--- src/sv/imdu_pkg.sv ---
// ----------------------------------------------------------------------------
// imdu_pkg
// Shared types and constants of the multiply/divide unit.
// ----------------------------------------------------------------------------
package imdu_pkg;

    localparam int XLEN = 32;
    localparam int DIV_STAGES = 4;
    localparam int BITS_PER_STAGE = XLEN / DIV_STAGES;
    localparam int LATENCY = DIV_STAGES + 2;

    typedef enum logic [2:0] {
        FUNC_MUL    = 3'd0,
        FUNC_MULH   = 3'd1,
        FUNC_MULHSU = 3'd2,
        FUNC_MULHU  = 3'd3,
        FUNC_DIV    = 3'd4,
        FUNC_DIVU   = 3'd5,
        FUNC_REM    = 3'd6,
        FUNC_REMU   = 3'd7
    } func_t;

    typedef logic [XLEN-1:0] word_t;

    // control carried alongside each item through the divider stages
    typedef struct packed {
        logic  is_div;
        logic  is_rem;
        logic  neg_res;
        logic  div_zero;
        logic  ovf;
        word_t dividend;
    } div_ctl_t;

endpackage

--- src/sv/imdu_div_stage.sv ---
// ----------------------------------------------------------------------------
// imdu_div_stage
// One registered slice of the restoring divider: BITS_PER_STAGE quotient bits.
// ----------------------------------------------------------------------------
module imdu_div_stage (
    input  logic                 clk,
    input  logic                 rst_n,
    input  logic                 en,
    input  logic                 in_valid,
    input  imdu_pkg::word_t      in_rem,
    input  imdu_pkg::word_t      in_quo,
    input  imdu_pkg::word_t      in_dsr,
    input  imdu_pkg::div_ctl_t   in_ctl,
    input  logic [imdu_pkg::XLEN-1:0] in_hi,
    input  logic [2*imdu_pkg::XLEN-1:0] in_prod,
    output logic                 out_valid,
    output imdu_pkg::word_t      out_rem,
    output imdu_pkg::word_t      out_quo,
    output imdu_pkg::word_t      out_dsr,
    output imdu_pkg::div_ctl_t   out_ctl,
    output logic [imdu_pkg::XLEN-1:0] out_hi,
    output logic [2*imdu_pkg::XLEN-1:0] out_prod
);

    logic                    valid_reg;
    imdu_pkg::word_t         rem_reg;
    imdu_pkg::word_t         quo_reg;
    imdu_pkg::word_t         dsr_reg;
    imdu_pkg::div_ctl_t      ctl_reg;
    logic [imdu_pkg::XLEN-1:0] hi_reg;
    logic [2*imdu_pkg::XLEN-1:0] prod_reg;
    imdu_pkg::word_t         rem_next;
    imdu_pkg::word_t         quo_next;

    always_comb
    begin
        logic [imdu_pkg::XLEN:0] trial;
        rem_next = in_rem;
        quo_next = in_quo;
        for (int i = 0; i < imdu_pkg::BITS_PER_STAGE; i++)
        begin
            trial = {rem_next, quo_next[imdu_pkg::XLEN-1]} - {1'b0, in_dsr};
            quo_next = {quo_next[imdu_pkg::XLEN-2:0], ~trial[imdu_pkg::XLEN]};
            if (!trial[imdu_pkg::XLEN])
                rem_next = trial[imdu_pkg::XLEN-1:0];
            else
                rem_next = {rem_next[imdu_pkg::XLEN-2:0], in_quo[imdu_pkg::XLEN-1-i]};
        end
    end

    always_ff @(posedge clk or negedge rst_n)
    begin
        if (!rst_n)
            valid_reg <= 1'b0;
        else if (en)
            valid_reg <= in_valid;
    end

    always_ff @(posedge clk)
    begin
        if (en)
        begin
            rem_reg  <= rem_next;
            quo_reg  <= quo_next;
            dsr_reg  <= in_dsr;
            ctl_reg  <= in_ctl;
            hi_reg   <= in_hi;
            prod_reg <= in_prod;
        end
    end

    assign out_valid = valid_reg;
    assign out_rem   = rem_reg;
    assign out_quo   = quo_reg;
    assign out_dsr   = dsr_reg;
    assign out_ctl   = ctl_reg;
    assign out_hi    = hi_reg;
    assign out_prod  = prod_reg;

endmodule

--- config.mk ---
export PLATFORM = sky130hd
export DESIGN_NAME = imdu_div_stage
export DESIGN_NICKNAME = d
export VERILOG_FILES = /design/src/sv/imdu_pkg.sv /design/src/sv/imdu_div_stage.sv
export SDC_FILE = /design/constraint.sdc
export NUM_CORES = 1
export LEC_CHECK = 0
export ABC_AREA = 1
export BUFFER_PORTS_ARGS = -buffer_cell sky130_fd_sc_hd__buf_4
export CAP_MARGIN = 20
export CORE_MARGIN = 2
export CORE_UTILIZATION = 45
export CTS_BUF_LIST = sky130_fd_sc_hd__clkbuf_2
export DETAILED_ROUTE_END_ITERATION = 8
export MAX_ROUTING_LAYER = met4
export PLACE_DENSITY_LB_ADDON = 0.2
export SYNTH_ARGS = -nofsm -noshare
export SYNTH_HDL_FRONTEND = slang
export SYNTH_SLANG_ARGS = --single-unit
export TNS_END_PERCENT = 10
--- constraint.sdc ---
create_clock -name clk -period 1.1 [get_ports clk]
set_input_delay 0.11 -clock clk [delete_from_list [all_inputs] [get_ports clk]]
set_output_delay 0.11 -clock clk [all_outputs]
set_load 0.05 [all_outputs]
==> impl_metrics.py, run 1 <==
metrics = {
    "run_status": {
        "status": "aborted with a tool error",
        "error": "[ERROR GRT-0116] Global routing finished with congestion. Check the congestion regions in the DRC Viewer.",
        "lastStage": "global routing (5_1_grt)",
    },
    "floorplan": {
        "ios": 463,
        "die_x_um": 228,
        "start_util": 0.454,
        "num_rows": 82,
        "die_y_um": 228,
    },
    "clock_tree": {
        "cts_root_buffer": "clkbuf_2",
        "clock_sink_count": 230,
        "htree_levels": 2,
        "numCtsBuffers": 54,
        "cts_buffer_depth": 3,
    },
    "synthesis": {
        "syn_inst": 2961,
        "synthMuxAreaShare": 0.000497,
        "ys_seq_elements": 230,
        "yosysTopAreaCell": "edfxtp_1",
        "synthAdderAreaFrac": 0.148,
        "synth_compound_area_frac": 0.183,
        "synth_xor_area_frac": 0.0885,
        "syn_area_mm2": 0.0227,
        "synth_top_family_by_area": "simple AND/OR/NAND/NOR gates",
        "synth_top_area_frac": 0.303,
        "synth_warnings": 0,
        "avgSynthCellArea_um2": 7.66,
        "synth.distinct_cells": 51,
        "synthesis.nets": 3458,
        "seq_area_frac_synth": 0.304,
        "synth_area_leaders": "edfxtp_1, ha_1, nand2_1, a21oi_1, o21ai_0",
        "synth-simple-area-share": 0.216,
    },
    "placement": {
        "io_buffer_count": 462,
        "gp_congestion": 0.992,
        "dp.cells": 5258,
        "hpwl_mm": 77.5,
    },
    "global_route": {
        "grt_pass1_vias": 42200,
        "grt_pass1_wl_mm": 285,
        "track_usage": 0.739,
        "gr-total-overflow": 656,
        "grt_max_degree": 52,
    },
}
-- layer usage --
layer / overflow / track usage
met5: - / -
met3: 31 / 0.550
met1: 28 / 0.709
met4: 208 / 0.676
met2: 389 / 0.949
-- stage by stage --
step / instance area [um^2] / worst slack (ps)
2_1_floorplan: 23600 / -16540
3_3_place_gp: 36800 / -17730
3_5_place_dp: 36800 / -18430
4_1_cts: 42500 / -15790
-- cell families after synthesis --
group	Yosys count
AO/OA/AOI/OAI	734
adder cells (fa/ha/maj)	264
AND/OR/NAND/NOR	1164
multiplexers	1
XOR/XNOR	229
flip-flops	230
buffers and inverters	339
-- Yosys cell counts (all sizes together) --
cell / instances
a211oi: 11
a21boi: 16
a21o: 19
a21oi: 269
a221oi: 7
a31o: 2
a31oi: 28
and2: 1
and3: 1
buf: 37
clkbuf: 16
clkinv: 1
dfrtp: 1
edfxtp: 229
fa: 8
ha: 256
inv: 285
mux2: 1
nand2: 744
nand3: 166
nand3b: 9
nand4: 20
nor2: 173
nor3: 27
nor3b: 1
nor4: 12
o2111ai: 1
o211a: 1
o211ai: 10
o21a: 10
o21ai: 322
o21bai: 23
o221a: 1
o221ai: 6
o311ai: 3
o31ai: 5
or2: 10
xnor2: 123
xor2: 106
-- what timing repair did --
action,in CTS
setup buffers,71
resized for setup,233
gates cloned,5
hold endpoints to repair,423
endpoints found under the setup margin,269
pin swaps,75
hold buffers,383
==> run 2, diff against run 1 <==
CORE_UTILIZATION = 30   (was 45)
CTS_BUF_LIST = default   (was sky130_fd_sc_hd__clkbuf_2)
MAX_ROUTING_LAYER = default   (was met4)
PLACE_DENSITY_LB_ADDON = 0.15   (was 0.2)
==> run 2 against run 1 <==
Against the previous run:
- synthesized area stayed put
- synthesized cell count stayed put
- the flow now finishes, with violations (setup timing)
==> impl_metrics.py, run 2 <==
metrics = {
    "run_status": {
        "status": "finished with violations",
        "violations": "setup timing",
    },
    "finish": {
        "fillCellCount": 6581,
        "largest_reg_flops": 64,
        "final_cells": 6039,
        "nets": 5548,
        "final_common_cell": "buf_4",
        "drive_above_1_share": 0.478,
        "fin_util": 0.600,
        "final_cell_mix": "buf_4, nand2_1, buf_6, inv_1, edfxtp_1",
        "area_growth_pct": 97.5,
    },
    "synthesis": {
        "ys_seq_elements": 230,
        "synthArstFlopShare": 0.00435,
        "avgSynthCellArea_um2": 7.66,
        "synth_warnings": 0,
        "synthesis.nets": 3458,
        "synth_ff_type": "edfxtp_1",
        "syn_inst": 2961,
        "yosysMostFrequentCell": "nand2_1",
        "synth.distinct_cells": 51,
        "yosysTopAreaCell": "edfxtp_1",
        "synth_area_leaders": "edfxtp_1, ha_1, nand2_1, a21oi_1, o21ai_0",
        "ys_top_cells_by_count": "nand2_1, inv_1, a21oi_1",
        "synth_top_area_frac": 0.303,
        "synth_edf_count": 229,
        "syn_area_mm2": 0.0227,
        "seq_area_frac_synth": 0.304,
    },
    "drt": {
        "totalWireLength_mm": 95.2,
        "ant_nets": 0,
        "drt_iter0_drc": 1148,
        "dr.pass1.iters": 5,
        "wl_per_cell_um": 15.8,
        "drc": 0,
        "vias": 27900,
        "vias_per_cell": 4.62,
    },
    "global_route": {
        "antenna_found_initial": 3,
        "grt_pass1_vias": 28100,
        "grt_pass1_wl_mm": 145,
        "track_usage": 0.233,
        "gr-total-overflow": 0,
        "grt_max_degree": 39,
    },
    "timing": {
        "skew_ps": 0,
        "finalWorstSetupSlack_ps": -16800,
        "setup_viol": 270,
        "rsz0062_at_grt": "true",
        "hold_viol_final": 0,
        "fin_tns_setup_ps": -631710,
        "slew_viol_final": 0,
        "period_share": 16.3,
        "slew_headroom": 0.632,
        "clock.fmax_mhz": 55.9,
        "tightest_slew_ps": 545,
        "fin_crit_ps": 17900,
    },
    "setup_path": {
        "slowest_delay_ps": 380,
        "crit_arrival_ps": 18230,
        "crit_required_ps": 1430,
        "worstSetupPathType": "primary input to register",
        "slowest_stage": "fa_2",
        "cp-end-kind": "register",
        "path_max_fanout": 8,
        "start_kind": "primary input",
        "path_common_cell": "buf_4",
    },
    "floorplan": {
        "num_rows": 100,
        "coreArea_mm2": 0.0747,
        "start_util": 0.304,
        "die_y_um": 279,
        "ios": 463,
        "die_x_um": 279,
        "die_area_mm2": 0.0778,
    },
    "clock_tree": {
        "clock_sink_count": 230,
        "tritoncts": "yes",
        "htree_levels": 1,
        "cts_buffer_depth": 3,
        "numCtsBuffers": 26,
        "clk_latency_ps": 550,
        "cts.reportedPaths.clkPinSlew_ps": 60,
        "cts_root_buffer": "clkbuf_16",
    },
    "job": {
        "maxCapViolations": 0,
    },
    "worst_hold_path": {
        "hp-class": "primary input to register",
    },
    "placement": {
        "io_buffer_count": 462,
        "gp_congestion": 0.926,
        "dp.cells": 5582,
        "hpwl_mm": 74.0,
    },
}
==> run 2: cell counts after synthesis <==
Identical to the previous run, type by type.
==> run 2: final timing paths <==
check	slack (ps)	startpoint	end	depth (start not counted)
worst max register to register	320	out_valid	out_valid	1
max in group asynchronous	590	rst_n	out_valid	3
worst min register to register	570	out_valid	out_valid	1
worst max-delay path	-16800	in_dsr[21]	out_rem[17]	137
min in group asynchronous	400	rst_n	out_valid	3
worst min-delay path	70	in_dsr[1]	out_dsr[1]	2
==> run 2: final cells by class <==
| class | instances | area, um^2 | area share |
|---|---|---|---|
| tap | 969 | 1210 | 0.0271 |
| inverter | 286 | 1170 | 0.0261 |
| timing repair buffer | 2107 | 17900 | 0.399 |
| timing repair inverter | 3 | 33.8 | 0.000754 |
| multi-input combinational | 2397 | 16800 | 0.375 |
| clock inverter | 16 | 131 | 0.00293 |
| antenna | 1 | 2.50 | 0.0000559 |
| sequential | 230 | 6900 | 0.154 |
| clock buffer | 30 | 666 | 0.0149 |
==> run 2: through the flow <==
step	setup WS, ps	hold WS, ps	area, um^2
6_report	-16800	69.3	44800
3_5_place_dp	-18080	-110	37300
3_3_place_gp	-17840	-115	37300
5_1_grt	-17770	51.4	44800
2_1_floorplan	-16540	-186	23600
4_1_cts	-16300	45.4	42900
==> run 2: metal layers <==
| metal | up-vias | part of all wire | track usage |
|---|---|---|---|
| met5 | - | 0 | 0 |
| met4 | 0 | 0.038 | 0.0794 |
| met3 | 167 | 0.031 | 0.0153 |
| met2 | 521 | 0.50 | 0.424 |
| met1 | 12700 | 0.43 | 0.290 |
| li1 | 14500 | - | - |
==> run 2: logic make-up (layout without fill, tap and decap cells) <==
| group | count (synthesis) | in the layout | share of synthesized area |
|---|---|---|---|
| mux | 1 | 1 | 0.000497 |
| buf+inv | 339 | 2442 | 0.0594 |
| flops | 230 | 230 | 0.304 |
| simple gates | 1164 | 1169 | 0.216 |
| compound gates | 734 | 734 | 0.183 |
| xor+xnor | 229 | 229 | 0.0885 |
| fa+ha+maj | 264 | 264 | 0.148 |
| other cells | 0 | 1 | 0 |
==> run 2: critical path: cells and delay by family <==
kind,cells,cell delay [ps]
buffers and inverters,40,4800
AND/OR/NAND/NOR,49,4840
XOR/XNOR,1,120
AO/OA/AOI/OAI,39,5900
adder cells (fa/ha/maj),8,2370
==> run 2: what timing repair did <==
action                                 CTS  global route
pin swaps                              109           151
hold buffers                           193             0
gates resized for setup                359           364
setup endpoints to repair              270           270
endpoints found under the hold margin  200             0
setup buffers                          136            62
gates cloned                            15             6
Power of run 2 is not shown: default switching activity piles up to over one toggle a cycle in this logic, so the estimate is an artifact.
